--- src/rtl/tgvi_pkg.sv ---
// Shared types and constants of the triangle grid vector interpolator.
package tgvi_pkg;

  localparam int NODE_COUNT  = 262144;
  localparam int ADDR_W      = $clog2(NODE_COUNT);
  localparam int VEL_W       = 32;
  localparam int POS_W       = 25;
  localparam int GRID_W      = 10;
  localparam int SCALE_W     = 24;
  localparam int FRAC_W      = 16;
  localparam int WGT_W       = FRAC_W + 1;
  localparam int PROD_W      = POS_W + SCALE_W;
  localparam int CELL_W      = PROD_W - 2 * FRAC_W;
  localparam int ROW_W       = CELL_W + GRID_W;
  localparam int TOP_W       = ROW_W + 1;
  localparam int CMDQ_DEPTH  = 2;
  localparam int CMDQ_PTR_W  = $clog2(CMDQ_DEPTH);
  localparam int CMDQ_CNT_W  = $clog2(CMDQ_DEPTH + 1);
  localparam int CFG_ADDR_W  = 4;

  localparam logic OP_WRITE  = 1'b0;
  localparam logic OP_SAMPLE = 1'b1;

  typedef enum logic [1:0] {
    REG_GRID_WIDTH  = 2'd0,
    REG_GRID_HEIGHT = 2'd1,
    REG_CELL_SCALE  = 2'd2
  } reg_idx_t;

  typedef struct packed {
    logic                    operation;
    logic [17:0]             node_index;
    logic signed [VEL_W-1:0] node_u;
    logic signed [VEL_W-1:0] node_v;
    logic [POS_W-1:0]        pos_x;
    logic [POS_W-1:0]        pos_y;
  } in_word_t;

  typedef struct packed {
    logic signed [VEL_W-1:0] vel_u;
    logic signed [VEL_W-1:0] vel_v;
    logic                    outside;
  } out_word_t;

  typedef struct packed {
    logic [GRID_W-1:0]  grid_width;
    logic [GRID_W-1:0]  grid_height;
    logic [SCALE_W-1:0] cell_scale;
  } cfg_t;

  typedef struct packed {
    logic                    is_write;
    logic                    outside;
    logic [ADDR_W-1:0]       addr0;
    logic [ADDR_W-1:0]       addr1;
    logic [ADDR_W-1:0]       addr2;
    logic [WGT_W-1:0]        w0;
    logic [WGT_W-1:0]        w1;
    logic [WGT_W-1:0]        w2;
    logic signed [VEL_W-1:0] data_u;
    logic signed [VEL_W-1:0] data_v;
  } cmd_t;

  typedef enum logic [1:0] {
    FE_IDLE,
    FE_MUL,
    FE_ADDR,
    FE_PUSH
  } fe_state_t;

  typedef enum logic [1:0] {
    BK_IDLE,
    BK_READ,
    BK_WAIT
  } bk_state_t;

endpackage

--- src/rtl/tgvi_front.sv ---
// Front end: accepts words, maps positions to cells, triangles and weights.
module tgvi_front (
  input  logic              clk,
  input  logic              rst_n,
  input  logic              start,
  output logic              busy,
  input  tgvi_pkg::in_word_t in_word,
  input  tgvi_pkg::cfg_t    cfg,
  output logic              push,
  output tgvi_pkg::cmd_t    push_cmd,
  input  logic              q_full
);
  import tgvi_pkg::*;

  fe_state_t           state_r, state_nxt;
  in_word_t            word_r;
  logic [PROD_W-1:0]   prod_x_r, prod_y_r;
  logic [CELL_W-1:0]   i_r, j_r;
  logic [FRAC_W-1:0]   fx_r, fy_r;
  logic [ROW_W-1:0]    jw_r;

  logic                accept;
  logic [CELL_W:0]     i1, j1;
  logic [TOP_W-1:0]    row1, top, a0;
  logic                oob, lower;

  assign busy   = (state_r != FE_IDLE);
  assign accept = start && !busy;

  always_ff @(posedge clk) begin
    if (!rst_n) begin
      state_r <= FE_IDLE;
    end else begin
      state_r <= state_nxt;
    end
  end

  always_ff @(posedge clk) begin
    if (accept) begin
      word_r <= in_word;
    end
    if (state_r == FE_MUL) begin
      prod_x_r <= PROD_W'(word_r.pos_x) * PROD_W'(cfg.cell_scale);
      prod_y_r <= PROD_W'(word_r.pos_y) * PROD_W'(cfg.cell_scale);
    end
    if (state_r == FE_ADDR) begin
      i_r  <= prod_x_r[PROD_W-1 -: CELL_W];
      j_r  <= prod_y_r[PROD_W-1 -: CELL_W];
      fx_r <= prod_x_r[2*FRAC_W-1 -: FRAC_W];
      fy_r <= prod_y_r[2*FRAC_W-1 -: FRAC_W];
      jw_r <= ROW_W'(prod_y_r[PROD_W-1 -: CELL_W]) * ROW_W'(cfg.grid_width);
    end
  end

  // Corner addresses and bounds.
  always_comb begin
    i1    = {1'b0, i_r} + (CELL_W+1)'(1);
    j1    = {1'b0, j_r} + (CELL_W+1)'(1);
    row1  = TOP_W'(jw_r) + TOP_W'(cfg.grid_width);
    top   = row1 + TOP_W'(i1);
    a0    = TOP_W'(jw_r) + TOP_W'(i_r);
    lower = (fx_r >= fy_r);
    oob   = (i1 >= (CELL_W+1)'(cfg.grid_width)) ||
            (j1 >= (CELL_W+1)'(cfg.grid_height)) ||
            (top >= TOP_W'(NODE_COUNT));

    push_cmd          = '0;
    push_cmd.data_u   = word_r.node_u;
    push_cmd.data_v   = word_r.node_v;
    if (word_r.operation == OP_WRITE) begin
      push_cmd.is_write = 1'b1;
      push_cmd.addr0    = ADDR_W'(word_r.node_index);
    end else begin
      push_cmd.outside = oob;
      push_cmd.addr0   = a0[ADDR_W-1:0];
      push_cmd.addr2   = top[ADDR_W-1:0];
      if (lower) begin
        push_cmd.addr1 = a0[ADDR_W-1:0] + ADDR_W'(1);
        push_cmd.w0    = {1'b1, {FRAC_W{1'b0}}} - WGT_W'(fx_r);
        push_cmd.w1    = WGT_W'(fx_r - fy_r);
        push_cmd.w2    = WGT_W'(fy_r);
      end else begin
        push_cmd.addr1 = row1[ADDR_W-1:0] + ADDR_W'(i_r);
        push_cmd.w0    = {1'b1, {FRAC_W{1'b0}}} - WGT_W'(fy_r);
        push_cmd.w1    = WGT_W'(fy_r - fx_r);
        push_cmd.w2    = WGT_W'(fx_r);
      end
    end
  end

  always_comb begin
    state_nxt = state_r;
    push      = 1'b0;
    unique case (state_r)
      FE_IDLE: begin
        if (accept) begin
          state_nxt = (in_word.operation == OP_SAMPLE) ? FE_MUL : FE_PUSH;
        end
      end
      FE_MUL:  state_nxt = FE_ADDR;
      FE_ADDR: state_nxt = FE_PUSH;
      FE_PUSH: begin
        if (!q_full) begin
          push      = 1'b1;
          state_nxt = FE_IDLE;
        end
      end
      default: state_nxt = FE_IDLE;
    endcase
  end

endmodule

--- config.mk ---
export PLATFORM = sky130hd
export DESIGN_NAME = tgvi_front
export DESIGN_NICKNAME = d
export VERILOG_FILES = /design/src/rtl/tgvi_pkg.sv /design/src/rtl/tgvi_front.sv
export SDC_FILE = /design/constraint.sdc
export NUM_CORES = 2
export LEC_CHECK = 0
export BUFFER_PORTS_ARGS = -buffer_cell sky130_fd_sc_hd__buf_4
export CAP_MARGIN = 10
export CORE_MARGIN = 2
export CORE_UTILIZATION = 50
export CTS_BUF_LIST = sky130_fd_sc_hd__clkbuf_4 sky130_fd_sc_hd__clkbuf_8
export CTS_CLUSTER_DIAMETER = 100
export DETAILED_ROUTE_END_ITERATION = 12
export GPL_TIMING_DRIVEN = 0
export HOLD_SLACK_MARGIN = 0.03
export PLACE_DENSITY = 0.68
export SLEW_MARGIN = 5
export SYNTH_ARGS = -nofsm -noshare
export SYNTH_HDL_FRONTEND = slang
export SYNTH_SLANG_ARGS = --single-unit
--- constraint.sdc ---
create_clock -name clk -period 25.2 [get_ports clk]
set_input_delay 5.04 -clock clk [delete_from_list [all_inputs] [get_ports clk]]
set_output_delay 5.04 -clock clk [all_outputs]
set_load 0.005 [all_outputs]
==> results.json <==
{
  "arrival_ps": 10190,
  "synth_ff_type": "edfxtp_1",
  "period_share": 0.604,
  "setup_violations": 0,
  "synthesis.area_um2": 59700,
  "cp_slowest_cell": "a2111oi_1",
  "grt_overflow": 0,
  "rsz0062_at_grt": "no",
  "cap_violations": 0,
  "path_buf_inv": 2,
  "fmax_mhz": 65.7,
  "start_util": 0.505,
  "cts_htree_levels": 2,
  "first_global_vias": 48600,
  "hold_path.class": "flop to flop",
  "period_needed_ps": 15230,
  "drc_errors": 0,
  "num_rows": 126,
  "root_buffer": "clkbuf_8",
  "cts_tree": "built",
  "yosysMostFrequentCell": "inv_1",
  "yosys_warnings": 0,
  "cpLargestDelayFamily": "compound AO/OA/AOI/OAI gates",
  "design.die.area_um2": 122000,
  "tns_ps": 0,
  "ant_nets": 0,
  "path_clk_slew_ps": 60,
  "synth_edf_count": 292,
  "fin_nets": 8596,
  "first_pass_iters": 8,
  "ios": 354,
  "cp_slowest_stage_delay_ps": 530,
  "grt_pass1_wl_um": 298000,
  "synthArstFlopShare": 0,
  "skew_ps": 79.9,
  "syn_area_per_cell_um2": 9.38,
  "slew_headroom": 0.0505,
  "die_h_um": 350,
  "vias": 45700,
  "cts.sinks": 294,
  "cts_setup_buffers": 0,
  "cts-resized-gates": 0,
  "gp_congestion": 1.03,
  "syn_to_final_growth_pct": 9.65,
  "clk_latency_ps": 760,
  "ctsHoldBuffers": 0,
  "synth_common_cells": "inv_1 (1,350), fa_1 (1,130), nand2_1 (815)",
  "core_um2": 118000,
  "worstSetupStartpointType": "primary input",
  "postSynthCellCount": 6369,
  "antenna_found_initial": 12,
  "avgViaCountPerCell": 5.48,
  "synthTopCellsByArea": "fa_1 (38%), edfxtp_1 (15%), ha_1 (11%), inv_1 (8.5%), and2_1 (7.1%)",
  "clockBufferDepth": 3,
  "routed_wl_um": 197000,
  "crit_chain": "buf_4 -> ha_1 -> fa_1 -> a211oi_1 -> nor2_1 -> o21ai_0 -> nor2b_1 -> xnor2_1 -> ha_1 -> o21a_1 -> o21a_1 -> and4_1 -> a2111oi_1 -> o41ai_2 -> a21oi_1 -> or3_4 -> xor2_1 -> or4_1 -> a2111o_1 -> o31a_1 -> buf_4",
  "status": "complete, no violations",
  "ys_seq_area_frac": 0.147,
  "synth.distinct_cells": 82,
  "finalMaxSlewViolations": 0,
  "yosysTopAreaCellShare": 0.379,
  "fp.dieW_um": 350,
  "hpwl_um": 164000,
  "grt_start_max_net_pins": 68,
  "numPortBuffers": 330,
  "critPathKind": "primary input to output port",
  "drt-initial-drc-count": 3385,
  "synth_nets": 8207,
  "finish.utilization": 0.554,
  "tightest_slew_ps": 1420,
  "wl_per_cell_um": 23.6,
  "grt.total_usage": 0.330,
  "synth_seq_cells": 294,
  "drive_gt1_frac": 0.0804,
  "finalHoldViolCount": 0,
  "required_ps": 20160,
  "yosysTopAreaCell": "fa_1",
  "crit_path_end_kind": "output port",
  "cts_buffers": 53,
  "cp_max_fo": 10
}
path summary, 6_finish.rpt:
| check | from | endpoint | cells past startpoint | slack [ps] |
|---|---|---|---|---|
| worst min-delay path | prod_x_r[42]$_DFFE_PN_ | i_r[10]$_DFFE_PP_ | 0 | 400 |
| worst min register to register | prod_x_r[42]$_DFFE_PN_ | i_r[10]$_DFFE_PP_ | 0 | 400 |
| worst max register to register | word_r[36]$_DFFE_PP_ | prod_x_r[35]$_DFFE_PN_ | 24 | 15900 |
| worst max-delay path | cfg[34] | push_cmd[169] | 21 | 9970 |
area by class of cell:
type | count | area (µm²)
clock inverter | 40 | 453
clock buffer | 57 | 759
sequential | 294 | 8810
fill | 10700 | 52700
buffer | 362 | 1640
tap | 1536 | 1920
timing repair buffer | 334 | 2590
inverter | 1352 | 5070
antenna | 6 | 15.0
multi-input combinational | 4361 | 44200
kinds of logic after synthesis:
| kind of cell | count (synthesis) | share of synthesized area |
|---|---|---|
| mux | 35 | 0.00628 |
| compound gates | 510 | 0.0544 |
| buf+inv | 1714 | 0.112 |
| flops | 294 | 0.147 |
| other cells | 1 | 0.0000628 |
| xor+xnor | 203 | 0.0298 |
| fa+ha+maj | 1657 | 0.489 |
| simple gates | 1955 | 0.160 |
metal layers:
| layer | vias up | global-route usage | wire [µm] |
|---|---|---|---|
| met3 | 522 | 0.0911 | 19700 |
| li1 | 20100 | - | - |
| met5 | - | 0.00235 | 116 |
| met1 | 23000 | 0.410 | 75400 |
| met4 | 14 | 0.174 | 12600 |
| met2 | 2126 | 0.527 | 89400 |
cells in the final DEF (no fill, tap or decap), types with 10 or more instances in the layout:
cell type  synthesis  routed
a211oi_1          25      25
a21o_1            62      62
a21oi_1          178     178
a31oi_1           15      15
and2_1           677     676
and3_1            26      26
buf_2             13      13
buf_4             68     398
clkbuf_1         271     271
clkbuf_8           0      53
clkinv_1           0      15
edfxtp_1         292     292
fa_1            1130    1130
ha_1             527     525
inv_1           1350    1350
mux2_2            19      19
mux2i_1           15      15
nand2_1          815     815
nand2b_1          15      15
nand3_1           49      49
nand4_1           30      30
nor2_1           215     215
nor2b_1           24      24
nor3_1            54      54
nor4_1            10      10
o211ai_1          12      12
o21a_1            32      32
o21ai_0           90      90
o21bai_1          17      17
or3_1             11      11
xnor2_1          134     134
xor2_1            69      69
stage by stage:
stage,instance area (µm²),hold slack (ps),worst slack (ps),cells
final,65500,402,9970,8342
after global routing,65500,415,9680,8337
after CTS,65500,386,10050,8336
after detailed placement,64300,405,10080,8239
after global placement,64100,403,10100,8235
after floorplan,59700,400,10990,6369
registers in the layout, indices dropped and copies added, names as in the netlist:
| name | cells |
|---|---|
| prod_x_r | 33 |
| push_cmd | 64 |
| i_r | 17 |
| j_r | 17 |
| state_r | 2 |
| fy_r | 16 |
| prod_y_r | 33 |
| fx_r | 16 |
| jw_r | 27 |
| word_r | 69 |
Power is not shown: default switching activity piles up to over one toggle a cycle in this logic, so the estimate is an artifact.
