## src/rtl/tgvi_pkg.sv

```systemverilog
// Shared types and constants of the triangle grid vector interpolator.
package tgvi_pkg;

  localparam int NODE_COUNT  = 262144;
  localparam int ADDR_W      = $clog2(NODE_COUNT);
  localparam int VEL_W       = 32;
  localparam int POS_W       = 25;
  localparam int GRID_W      = 10;
  localparam int SCALE_W     = 24;
  localparam int FRAC_W      = 16;
  localparam int WGT_W       = FRAC_W + 1;
  localparam int PROD_W      = POS_W + SCALE_W;
  localparam int CELL_W      = PROD_W - 2 * FRAC_W;
  localparam int ROW_W       = CELL_W + GRID_W;
  localparam int TOP_W       = ROW_W + 1;
  localparam int CMDQ_DEPTH  = 2;
  localparam int CMDQ_PTR_W  = $clog2(CMDQ_DEPTH);
  localparam int CMDQ_CNT_W  = $clog2(CMDQ_DEPTH + 1);
  localparam int CFG_ADDR_W  = 4;

  localparam logic OP_WRITE  = 1'b0;
  localparam logic OP_SAMPLE = 1'b1;

  typedef enum logic [1:0] {
    REG_GRID_WIDTH  = 2'd0,
    REG_GRID_HEIGHT = 2'd1,
    REG_CELL_SCALE  = 2'd2
  } reg_idx_t;

  typedef struct packed {
    logic                    operation;
    logic [17:0]             node_index;
    logic signed [VEL_W-1:0] node_u;
    logic signed [VEL_W-1:0] node_v;
    logic [POS_W-1:0]        pos_x;
    logic [POS_W-1:0]        pos_y;
  } in_word_t;

  typedef struct packed {
    logic signed [VEL_W-1:0] vel_u;
    logic signed [VEL_W-1:0] vel_v;
    logic                    outside;
  } out_word_t;

  typedef struct packed {
    logic [GRID_W-1:0]  grid_width;
    logic [GRID_W-1:0]  grid_height;
    logic [SCALE_W-1:0] cell_scale;
  } cfg_t;

  typedef struct packed {
    logic                    is_write;
    logic                    outside;
    logic [ADDR_W-1:0]       addr0;
    logic [ADDR_W-1:0]       addr1;
    logic [ADDR_W-1:0]       addr2;
    logic [WGT_W-1:0]        w0;
    logic [WGT_W-1:0]        w1;
    logic [WGT_W-1:0]        w2;
    logic signed [VEL_W-1:0] data_u;
    logic signed [VEL_W-1:0] data_v;
  } cmd_t;

  typedef enum logic [1:0] {
    FE_IDLE,
    FE_MUL,
    FE_ADDR,
    FE_PUSH
  } fe_state_t;

  typedef enum logic [1:0] {
    BK_IDLE,
    BK_READ,
    BK_WAIT
  } bk_state_t;

endpackage

```

## src/rtl/tgvi_cmd_queue.sv

```systemverilog
// Short command queue between the front end and the back end.
module tgvi_cmd_queue (
  input  logic           clk,
  input  logic           rst_n,
  input  logic           push,
  input  tgvi_pkg::cmd_t push_cmd,
  input  logic           pop,
  output tgvi_pkg::cmd_t head,
  output logic           empty,
  output logic           full
);
  import tgvi_pkg::*;

  cmd_t                  q_r [CMDQ_DEPTH];
  logic [CMDQ_PTR_W-1:0] wr_ptr_r, rd_ptr_r;
  logic [CMDQ_CNT_W-1:0] cnt_r;

  assign empty = (cnt_r == '0);
  assign full  = (cnt_r == CMDQ_CNT_W'(CMDQ_DEPTH));
  assign head  = q_r[rd_ptr_r];

  function automatic logic [CMDQ_PTR_W-1:0] wrap_inc(input logic [CMDQ_PTR_W-1:0] p);
    if (p == CMDQ_PTR_W'(CMDQ_DEPTH - 1)) begin
      return '0;
    end
    return p + CMDQ_PTR_W'(1);
  endfunction

  always_ff @(posedge clk) begin
    if (push) begin
      q_r[wr_ptr_r] <= push_cmd;
    end
  end

  always_ff @(posedge clk) begin
    if (!rst_n) begin
      wr_ptr_r <= '0;
      rd_ptr_r <= '0;
      cnt_r    <= '0;
    end else begin
      if (push) begin
        wr_ptr_r <= wrap_inc(wr_ptr_r);
      end
      if (pop) begin
        rd_ptr_r <= wrap_inc(rd_ptr_r);
      end
      if (push && !pop) begin
        cnt_r <= cnt_r + CMDQ_CNT_W'(1);
      end else if (pop && !push) begin
        cnt_r <= cnt_r - CMDQ_CNT_W'(1);
      end
    end
  end

endmodule

```

## config.mk

```make
export PLATFORM = sky130hd
export DESIGN_NAME = tgvi_cmd_queue
export DESIGN_NICKNAME = d
export VERILOG_FILES = /design/src/rtl/tgvi_pkg.sv /design/src/rtl/tgvi_cmd_queue.sv
export SDC_FILE = /design/constraint.sdc
export NUM_CORES = 1
export LEC_CHECK = 0
export BUFFER_PORTS_ARGS = -buffer_cell sky130_fd_sc_hd__buf_2
export CORE_MARGIN = 2
export CORE_UTILIZATION = 30
export CTS_BUF_LIST = sky130_fd_sc_hd__clkbuf_8
export DETAILED_ROUTE_END_ITERATION = 8
export PLACE_DENSITY_LB_ADDON = 0.05
export SLEW_MARGIN = 5
export SYNTH_ARGS = -nofsm -noshare
export SYNTH_HDL_FRONTEND = slang
export SYNTH_SLANG_ARGS = --single-unit
```

## constraint.sdc

```tcl
create_clock -name clk -period 14.91 [get_ports clk]
set_clock_uncertainty 0.15 [all_clocks]
set_input_delay 0 -clock clk [delete_from_list [all_inputs] [get_ports clk]]
set_output_delay 0 -clock clk [all_outputs]
set_load 0.02 [all_outputs]
```

==> results.py, run 1 <==
metrics = {
    "floorplanning": {
        "io_pins": 348,
        "initial_core_util": 0.302,
        "dieWidth_um": 211,
        "die_y_um": 211,
        "rows": 76,
    },
    "clock_network": {
        "cts.hold.buffers_added": 308,
        "htreeDepth": 2,
        "clock-sinks": 347,
        "clk_path_buf_depth": 3,
        "cts_inserted_buffers": 60,
        "clockRootBuffer": "clkbuf_8",
        "cts_resized": 0,
        "cts_setup_buffers": 0,
    },
    "synthesis": {
        "synth-edff-count": 342,
        "yosys.cell_count.top_type": "edfxtp_1",
        "synthTopCellsByCount": "edfxtp_1 (342), mux2_4 (90), mux2_2 (81)",
        "synthFlopType": "edfxtp_1",
        "synth_top_area_share": 0.795,
        "ys_ff_latch": 347,
        "syn_area_mm2": 0.0129,
        "yosys.area.top_type": "edfxtp_1",
        "synth_cell_type_count": 17,
        "synthCells": 554,
        "syn_avg_cell_area_um2": 23.3,
        "ys_seq_area_frac": 0.803,
        "yosysWarnings": 0,
        "ys_top_cells_by_area": "edfxtp_1 (80%), mux2_4 (10%), mux2_2 (7.1%)",
        "ys_async_sr_fraction": 0,
        "syn_nets": 730,
    },
    "status": {
        "status": "stopped before the end",
        "lastStage": "4_1_cts",
        "tool.error": "[ERROR RSZ-0060] Max buffer count reached.",
    },
    "place": {
        "io_buffers": 347,
        "pre_cts_slack_ns": 11.13,
        "place_inst": 1434,
        "gp_congestion": 0.690,
        "hpwl_um": 18200,
    },
}
## kinds of logic after synthesis
logic type,count (synthesis),share of synthesized area
flops,347,0.803
mux,171,0.175
buf+inv,20,0.0130
simple gates,9,0.00417
compound gates,3,0.00155
xor+xnor,3,0.00204
fa+ha+maj,1,0.000969
## per-stage QoR
| step | hold WS (ns) | area, um2 |
|---|---|---|
| after floorplan | -0.0511 | 12900 |
| after global placement | 0.0388 | 15200 |
| after detailed placement | 0.0412 | 15200 |
==> run 2, diff against run 1 <==
--- a/config.mk
+++ b/config.mk
@@ -7,10 +7,9 @@
 export LEC_CHECK = 0
 export BUFFER_PORTS_ARGS = -buffer_cell sky130_fd_sc_hd__buf_2
 export CORE_MARGIN = 2
-export CORE_UTILIZATION = 30
-export CTS_BUF_LIST = sky130_fd_sc_hd__clkbuf_8
+export CORE_UTILIZATION = 20
 export DETAILED_ROUTE_END_ITERATION = 8
-export PLACE_DENSITY_LB_ADDON = 0.05
+export PLACE_DENSITY_LB_ADDON = 0.15
 export SLEW_MARGIN = 5
 export SYNTH_ARGS = -nofsm -noshare
 export SYNTH_HDL_FRONTEND = slang
==> results.py, run 2 <==
metrics = {
    "status": {
        "status": "finished clean",
    },
    "synthesis": {
        "synthFlopType": "edfxtp_1",
        "syn_nets": 730,
        "ys_top_cells_by_area": "edfxtp_1 (80%), mux2_4 (10%), mux2_2 (7.1%)",
        "synth_top_area_share": 0.795,
        "ys_ff_latch": 347,
        "ys_async_sr_fraction": 0,
        "synthTopCellsByCount": "edfxtp_1 (342), mux2_4 (90), mux2_2 (81)",
        "yosys.cell_count.top_type": "edfxtp_1",
        "synth-edff-count": 342,
        "syn_avg_cell_area_um2": 23.3,
        "synth_cell_type_count": 17,
        "ys_seq_area_frac": 0.803,
        "syn_area_mm2": 0.0129,
        "yosysWarnings": 0,
        "synthCells": 554,
        "yosys.area.top_type": "edfxtp_1",
    },
    "final_layout": {
        "top_regs": "q_r x342, cnt_r x2",
        "final_util": 0.305,
        "largest_reg_flops": 342,
        "fin_nets": 1374,
        "fillers": 6404,
        "top_register": "q_r",
        "final_common_cell": "buf_2",
        "area_delta_synth_final_pct": 51.6,
        "layout.cells.non_filler": 2087,
        "drive_gt1_frac": 0.476,
        "final_cell_mix": "buf_2 (347), edfxtp_1 (342), dlygate4sd3_1 (263), mux2_4 (90), mux2_2 (81)",
    },
    "worst_setup_path": {
        "r2r_cells": 3,
        "worst-r2r-setup-slack_ns": 11.91,
        "slowest_delay_ns": 1.06,
        "cp-end-kind": "output pin",
        "path_cells": "buf_4, buf_4, mux2_2, buf_2",
        "critical_path_buf_inv_count": 3,
        "slowest_stage": "dfxtp_4",
        "critPathRequiredTime_ns": 14.76,
        "arrival_ns": 3.35,
        "reg2reg_to": "q_r[0][126]",
        "path_class": "reg -> out",
        "cpMostUsedCell": "buf_4",
        "critical_path.top_delay_family": "buffers and inverters",
        "start_kind": "flop",
        "rr_startpoint": "wr_ptr_r",
        "crit_fanout": 65,
    },
    "place": {
        "hpwl_um": 20100,
        "place_inst": 1746,
        "gp_congestion": 0.673,
        "io_buffers": 347,
        "pre_cts_slack_ns": 11.75,
    },
    "power_and_ir_drop": {
        "power_density_mw_per_mm2": 125,
        "ir_worst_vdd_v": 0.0000805,
        "pwr-share-clk": 0.395,
        "power.leakage_nw": 7.43,
        "finalPower_w": 0.00244,
        "p_comb_frac": 0.134,
        "power_frac_seq": 0.471,
        "p_int_w": 0.00187,
        "switchingPower_w": 0.000570,
        "swShare": 0.234,
    },
    "detailed_routing": {
        "vias": 7457,
        "viasPerCell": 3.57,
        "drcViolationCount": 0,
        "finalWirelength_um": 31400,
        "ant_nets": 0,
        "wl_per_cell_um": 15.1,
        "drt_iter0_drc": 280,
        "dr.pass1.iters": 4,
    },
    "sta": {
        "hold_viol": 0,
        "finalSetupViolCount": 0,
        "worst_pin_slew_ns": 1.09,
        "finalCritPeriodShare": 0.235,
        "fin_ws_ns": 11.41,
        "rsz0062_at_grt": "no",
        "timing.final.crit_period_ns": 3.50,
        "timing.slew.headroom": 0.272,
        "slew_violations": 0,
        "finalSetupTns_ns": 0,
        "max_freq_mhz": 286,
    },
    "floorplanning": {
        "rows": 93,
        "die_y_um": 258,
        "initial_core_util": 0.201,
        "die_area_mm2": 0.0666,
        "io_pins": 348,
        "dieWidth_um": 258,
        "coreArea_mm2": 0.0641,
    },
    "global_route": {
        "grt_max_degree": 66,
        "grt-ovfl-total": 0,
        "first_global_vias": 8157,
        "grt_use_total": 0.0917,
        "grt_pass1_wl_um": 47200,
        "antenna_found_initial": 4,
    },
    "clock_network": {
        "clk_path_buf_depth": 3,
        "clockRootBuffer": "clkbuf_16",
        "cts_resized": 0,
        "insertion_delay_ns": 0.54,
        "cts_setup_buffers": 0,
        "cts.hold.buffers_added": 263,
        "clk_pin_slew_worst_paths_ns": 0.06,
        "cts_tree": "yes",
        "htreeDepth": 2,
        "clock-sinks": 347,
        "cts_inserted_buffers": 42,
    },
    "min_path": {
        "min_to": "q_r[1][25]",
        "hp-start": "push_cmd[25]",
        "worstHoldPathType": "in -> reg",
        "whs_path_depth": 2,
    },
    "run": {
        "max-cap-violations": 0,
    },
}
-- run 2: cell counts after synthesis --
Identical to the previous run, type by type.
-- run 2: area by class of cell --
class / count / area [um2] / area share
Sequential cell: 347 / 10400 / 0.530
Antenna cell: 2 / 5.00 / 0.000256
Clock inverter: 17 / 178 / 0.00908
Inverter: 1 / 3.75 / 0.000192
Timing Repair Buffer: 619 / 4440 / 0.227
Clock buffer: 59 / 1120 / 0.0575
Multi-Input combinational cell: 187 / 2390 / 0.122
Tap cell: 855 / 1070 / 0.0546
-- run 2: through the flow --
stage	instance area [um2]	hold WS, ns
6_report	19600	0.0362
5_1_grt	19600	0.0108
4_1_cts	19600	0.000383
3_5_place_dp	15600	0.0410
3_3_place_gp	15600	0.0367
2_1_floorplan	12900	-0.0511
-- run 2: power by group through the flow --
stage          Sequential [W]  Clock (W)  Combinational, W
5_1_grt               0.00115    0.00104          0.000350
4_1_cts               0.00115    0.00101          0.000335
2_1_floorplan         0.00117          0          0.000183
6_report              0.00115   0.000964          0.000326
3_3_place_gp          0.00117          0          0.000277
3_5_place_dp          0.00117          0          0.000278
-- run 2: layer usage --
metal	vias to the layer above	share of wire	global-route usage
met4	6	0.025	0.0310
li1	3513	-	-
met2	202	0.49	0.158
met1	3679	0.40	0.103
met3	57	0.080	0.0372
met5	-	0.0015	0
-- run 2: worst max path at each step --
stage	to	slack [ns]	depth (start not counted)
after floorplan	q_r[0][0]	6.19	1
after global placement	q_r[0][121]	11.79	3
after detailed placement	q_r[0][121]	11.75	3
after CTS	head[150]	11.25	4
after global routing	head[150]	11.16	4
final	head[150]	11.41	4
-- run 2: cell families (layout without fill, tap and decap cells) --
family | count (synthesis) | count (layout) | synth area share
AND/OR/NAND/NOR | 9 | 9 | 0.00417
other | 0 | 2 | 0
buffers and inverters | 20 | 696 | 0.0130
adder cells (fa/ha/maj) | 1 | 1 | 0.000969
AO/OA/AOI/OAI | 3 | 3 | 0.00155
flip-flops | 347 | 347 | 0.803
multiplexers | 171 | 171 | 0.175
XOR/XNOR | 3 | 3 | 0.00204
(Power assumes the default switching activity.)
==> run 3, diff against run 2 <==
--- a/config.mk
+++ b/config.mk
@@ -5,6 +5,7 @@
 export SDC_FILE = /design/constraint.sdc
 export NUM_CORES = 1
 export LEC_CHECK = 0
+export ABC_AREA = 1
 export BUFFER_PORTS_ARGS = -buffer_cell sky130_fd_sc_hd__buf_2
 export CORE_MARGIN = 2
 export CORE_UTILIZATION = 20
==> constraint.sdc (replaced) <==
create_clock -name clk -period 3.05 [get_ports clk]
set_clock_uncertainty 0.15 [all_clocks]
set_input_delay 0 -clock clk [delete_from_list [all_inputs] [get_ports clk]]
set_output_delay 0 -clock clk [all_outputs]
set_load 0.02 [all_outputs]
==> results.py, run 3 <==
metrics = {
    "sta": {
        "timing.slew.headroom": 0.636,
        "worst_pin_slew_ns": 0.546,
        "finalCritPeriodShare": 0.762,
        "finalSetupViolCount": 0,
        "slew_violations": 0,
        "hold_viol": 0,
        "rsz0062_at_grt": "no",
        "max_freq_mhz": 430,
        "timing.final.crit_period_ns": 2.32,
    },
    "synthesis": {
        "syn_area_mm2": 0.0129,
        "synthCells": 567,
        "yosysWarnings": 0,
        "ys_top_cells_by_area": "edfxtp_1 (79%), mux2_4 (10%), mux2_2 (7.1%)",
        "yosys.cell_count.top_type": "edfxtp_1",
        "synthFlopType": "edfxtp_1",
        "synth_top_area_share": 0.795,
        "yosys.area.top_type": "edfxtp_1",
        "syn_avg_cell_area_um2": 22.8,
        "ys_async_sr_fraction": 0,
        "synth_cell_type_count": 14,
        "synthTopCellsByCount": "edfxtp_1 (342), mux2_4 (90), mux2_2 (81)",
        "syn_nets": 743,
        "synth-edff-count": 342,
        "ys_ff_latch": 347,
        "ys_seq_area_frac": 0.802,
    },
    "power_and_ir_drop": {
        "ir_worst_vdd_v": 0.000351,
        "p_int_w": 0.00942,
        "power_frac_seq": 0.460,
        "switchingPower_w": 0.00274,
        "p_comb_frac": 0.122,
        "power_density_mw_per_mm2": 620,
        "power.leakage_nw": 7.49,
        "swShare": 0.226,
        "pwr-share-clk": 0.417,
    },
    "worst_setup_path": {
        "critical_path_buf_inv_count": 2,
        "critical_path.top_delay_family": "flip-flops",
        "slowest_delay_ns": 0.68,
        "critPathRequiredTime_ns": 2.90,
        "rr_startpoint": "cnt_r[0]",
        "path_cells": "buf_4, mux2_4, buf_2",
        "reg2reg_to": "cnt_r[1]",
        "slowest_stage": "dfxtp_4",
        "cp-end-kind": "output pin",
        "worst-path-stages": 3,
        "arrival_ns": 2.17,
        "start_kind": "flop",
        "crit_path_end": "head[124]",
        "path_class": "reg -> out",
        "crit_fanout": 23,
        "worst-r2r-setup-slack_ns": 0.97,
        "r2r_cells": 7,
    },
    "detailed_routing": {
        "wl_per_cell_um": 15.6,
        "drt_iter0_drc": 341,
        "dr.pass1.iters": 4,
        "viasPerCell": 3.61,
        "vias": 7501,
        "finalWirelength_um": 32500,
        "ant_nets": 0,
        "drcViolationCount": 0,
    },
    "global_route": {
        "antenna_found_initial": 0,
        "grt-ovfl-total": 0,
        "grt_use_total": 0.0945,
        "grt_max_degree": 76,
        "first_global_vias": 8235,
        "grt_pass1_wl_um": 48100,
    },
    "final_layout": {
        "top_regs": "q_r x342, cnt_r x2",
        "fin_nets": 1369,
        "final_common_cell": "buf_2",
        "drive_gt1_frac": 0.489,
        "antenna_cells": 0,
        "area_delta_synth_final_pct": 51.8,
        "layout.cells.non_filler": 2079,
        "largest_reg_flops": 342,
        "finish.instance_area_mm2": 0.0196,
        "final_cell_mix": "buf_2 (347), edfxtp_1 (342), dlygate4sd3_1 (238), mux2_4 (90), mux2_2 (81)",
        "top_register": "q_r",
    },
    "floorplanning": {
        "rows": 93,
        "io_pins": 348,
        "initial_core_util": 0.202,
        "die_area_mm2": 0.0667,
        "die_y_um": 258,
        "coreArea_mm2": 0.0641,
        "dieWidth_um": 258,
    },
    "clock_network": {
        "clockRootBuffer": "clkbuf_16",
        "insertion_delay_ns": 0.55,
        "htreeDepth": 2,
        "clk_pin_slew_worst_paths_ns": 0.06,
        "clock-sinks": 347,
        "cts_tree": "yes",
        "cts_setup_buffers": 0,
        "clk_path_buf_depth": 3,
        "cts_inserted_buffers": 42,
    },
    "place": {
        "place_inst": 1766,
        "hpwl_um": 21200,
        "io_buffers": 347,
        "gp_congestion": 0.687,
        "place_area_mm2": 0.0158,
    },
    "status": {
        "status": "finished clean",
    },
    "min_path": {
        "worstHoldPathType": "in -> reg",
    },
    "run": {
        "max-cap-violations": 0,
    },
}
==> run 3: cell types whose count changed after synthesis, sizes merged, moves of 2 or more <==
cell   change
xor2       -2
inv        +7
nor2       +8
and2       -4
nand2      +8
nor2b      -3
==> run 3: worst min path at each step <==
stage / from / end / depth (start not counted)
after floorplan: push_cmd[0] / q_r[0][0] / 0
after global placement: push_cmd[8] / q_r[1][8] / 1
after detailed placement: push_cmd[85] / q_r[0][85] / 1
after CTS: push_cmd[151] / q_r[1][151] / 2
after global routing: push_cmd[112] / q_r[0][112] / 2
final: push_cmd[112] / q_r[1][112] / 2
==> run 3: worst register-to-register path: stages, from the launching register on <==
cell,delay [ns]
dfxtp_1,0.39
inv_1,0.09
nand2_1,0.08
nand4_1,0.08
nand2_1,0.06
dlygate4sd3_1,0.54
nor2_1,0.04
dlygate4sd3_1,0.54
==> run 3: timing repair <==
action	4_1_cts	5_1_grt
gates resized for setup	0	0
hold buffers	238	0
endpoints found under the hold margin	378	0
==> run 3: cell type report <==
| type | instances | area [um2] |
|---|---|---|
| clock buffer | 51 | 1150 |
| clock inverter | 24 | 262 |
| fill | 6432 | 44500 |
| inverter | 8 | 33.8 |
| multi-input combinational | 193 | 2370 |
| sequential | 347 | 10400 |
| tap | 855 | 1070 |
| timing repair buffer | 601 | 4360 |
==> run 3: per-stage QoR <==
step	hold WS [ns]	util	power, W	setup TNS, ns	setup slack [ns]
2_1_floorplan	-0.0511	-	0.00646	-136.05	-0.437
3_3_place_gp	0.0375	0.247	0.00697	0	1.27
3_5_place_dp	0.0414	0.247	0.00697	0	1.24
4_1_cts	0.000223	0.306	0.0124	0	0.620
5_1_grt	0.00224	0.306	0.0127	0	0.579
6_report	0.0305	0.306	0.0122	0	0.726
==> run 3: power by group through the flow <==
| stage | registers (W) | logic [W] | clock network, W |
|---|---|---|---|
| 2_1_floorplan | 0.00569 | 0.000778 | 0 |
| 3_3_place_gp | 0.00570 | 0.00127 | 0 |
| 3_5_place_dp | 0.00570 | 0.00127 | 0 |
| 4_1_cts | 0.00560 | 0.00153 | 0.00530 |
| 5_1_grt | 0.00562 | 0.00160 | 0.00545 |
| 6_report | 0.00560 | 0.00149 | 0.00508 |
==> run 3: logic make-up (layout without fill, tap and decap cells) <==
kind of cell	count (synthesis)	after routing	share of synthesized area
AOI/OAI and AO/OA	2	2	0.000774
adders and majority gates	1	1	0.000968
buffers and inverters	27	684	0.0150
DFF	347	347	0.802
muxes	171	171	0.175
and+or+nand+nor	19	19	0.00581
==> run 3: routing by layer <==
layer | GRT usage | part of all wire
met1 | 0.113 | 0.42
met2 | 0.159 | 0.48
met3 | 0.0293 | 0.073
met4 | 0.0356 | 0.027
met5 | 0 | 0
==> run 4, diff against run 3 <==
==> constraint.sdc (replaced) <==
create_clock -name clk -period 1.9 [get_ports clk]
set_clock_uncertainty 0.15 [all_clocks]
set_input_delay 0 -clock clk [delete_from_list [all_inputs] [get_ports clk]]
set_output_delay 0 -clock clk [all_outputs]
set_load 0.02 [all_outputs]
==> results.py, run 4 (synthesis gave the netlist of run 3 again) <==
metrics = {
    "status": {
        "failed_checks": "setup timing",
        "status": "finished with violations",
    },
    "detailed_routing": {
        "dr.pass1.iters": 4,
        "ant_nets": 0,
        "viasPerCell": 3.63,
        "drcViolationCount": 0,
        "wl_per_cell_um": 16.3,
        "finalWirelength_um": 34900,
        "drt_iter0_drc": 260,
        "vias": 7752,
    },
    "final_layout": {
        "largest_reg_flops": 342,
        "fin_nets": 1428,
        "layout.cells.non_filler": 2137,
        "drive_gt1_frac": 0.485,
        "final_cell_mix": "edfxtp_1 (342), dlygate4sd3_1 (266), buf_2 (252), mux2_4 (119), buf_6 (92)",
        "finish.instance_area_mm2": 0.0211,
        "antenna_cells": 0,
        "area_delta_synth_final_pct": 63.2,
        "final_common_cell": "edfxtp_1",
        "top_register": "q_r",
        "top_regs": "q_r x342, cnt_r x2",
        "fillers": 6357,
    },
    "floorplanning": {
        "coreArea_mm2": 0.0641,
        "die_area_mm2": 0.0667,
        "initial_core_util": 0.202,
        "die_y_um": 258,
        "dieWidth_um": 258,
        "rows": 93,
        "io_pins": 348,
    },
    "place": {
        "place_area_mm2": 0.0160,
        "place_inst": 1775,
        "gp_congestion": 0.676,
        "hpwl_um": 21300,
        "io_buffers": 347,
    },
    "sta": {
        "finalSetupTns_ns": -6.81,
        "finalSetupViolCount": 134,
        "slew_violations": 0,
        "timing.final.crit_period_ns": 1.99,
        "rsz0062_at_grt": "yes",
        "max_freq_mhz": 503,
        "fin_ws_ns": -0.0865,
        "whs_ns": 0.0343,
        "hold_viol": 0,
        "timing.slew.headroom": 0.788,
        "finalCritPeriodShare": 1.05,
        "worst_pin_slew_ns": 0.318,
    },
    "clock_network": {
        "insertion_delay_ns": 0.55,
        "cts_tree": "yes",
        "clk_path_buf_depth": 3,
        "clock-sinks": 347,
        "cts_inserted_buffers": 42,
        "clockRootBuffer": "clkbuf_16",
        "htreeDepth": 2,
        "clk_pin_slew_worst_paths_ns": 0.06,
    },
    "global_route": {
        "grt_max_degree": 49,
        "antenna_found_initial": 2,
        "first_global_vias": 8510,
        "grt_pass1_wl_um": 49700,
        "grt-ovfl-total": 0,
        "grt_use_total": 0.0980,
    },
    "run": {
        "max-cap-violations": 0,
    },
    "power_and_ir_drop": {
        "power.leakage_nw": 8.14,
        "ir_worst_vdd_v": 0.000651,
        "finalPower_w": 0.0194,
        "power_density_mw_per_mm2": 920,
    },
    "worst_setup_path": {
        "worst-r2r-setup-slack_ns": 0.27,
        "start_kind": "flop",
        "critPathRequiredTime_ns": 1.75,
        "cp-end-kind": "output pin",
        "crit_fanout": 12,
        "arrival_ns": 1.84,
        "path_class": "reg -> out",
    },
    "min_path": {
        "worstHoldPathType": "in -> reg",
    },
}
==> run 4: timing repair <==
action,4_1_cts,5_1_grt
setup endpoints to repair,168,172
hold buffers,267,0
resized for setup,70,198
cloned,5,9
pin swaps,0,1
endpoints found under the hold margin,370,0
buffers inserted,6,3
==> run 4: layout make-up <==
class | instances | area (um2) | share of cell area
Sequential cell | 347 | 10400 | 0.492
Timing Repair Buffer | 660 | 5880 | 0.278
Multi-Input combinational cell | 193 | 2480 | 0.118
Clock buffer | 53 | 1110 | 0.0528
Tap cell | 855 | 1070 | 0.0507
Clock inverter | 21 | 144 | 0.00682
Inverter | 8 | 33.8 | 0.00160
==> run 4: worst paths after layout <==
check / startpoint / endpoint / cells after the start
setup / recovery: flop / head[68] / 4
hold / removal: push_cmd[74] / q_r[1][74] / 2
setup reg to reg: wr_ptr_r / q_r[0][165] / 4
hold reg to reg: wr_ptr_r / wr_ptr_r / 2
==> run 4: worst max-delay path, cell delays in order, from the launching register on <==
cell and delay [ns]:
dfxtp_4 0.43, buf_12 0.19, buf_12 0.18, mux2_4 0.30, buf_2 0.16
==> run 4: layer usage <==
layer  GRT usage  vias up  wire [um]
met5           0        -         21
met4      0.0334        4       1030
met3      0.0355       66       2550
met2       0.165      225      16600
met1       0.116     3828      14700
li1            -     3629          -
==> run 4: per-stage QoR <==
stage / utilization / setup WS (ns)
floorplan: - / -1.59
global route: 0.329 / -0.176
CTS: 0.317 / -0.164
detailed placement: 0.249 / 0.408
global placement: 0.249 / 0.409
finish: 0.329 / -0.0865
==> run 4: power breakdown <==
part / leakage, nW / internal (W) / switching, W
clock network: 0.617 / 0.00438 / 0.00305
logic: 4.27 / 0.00163 / 0.00138
registers: 3.25 / 0.00887 / 0.0000974
total: 8.14 / 0.0149 / 0.00452
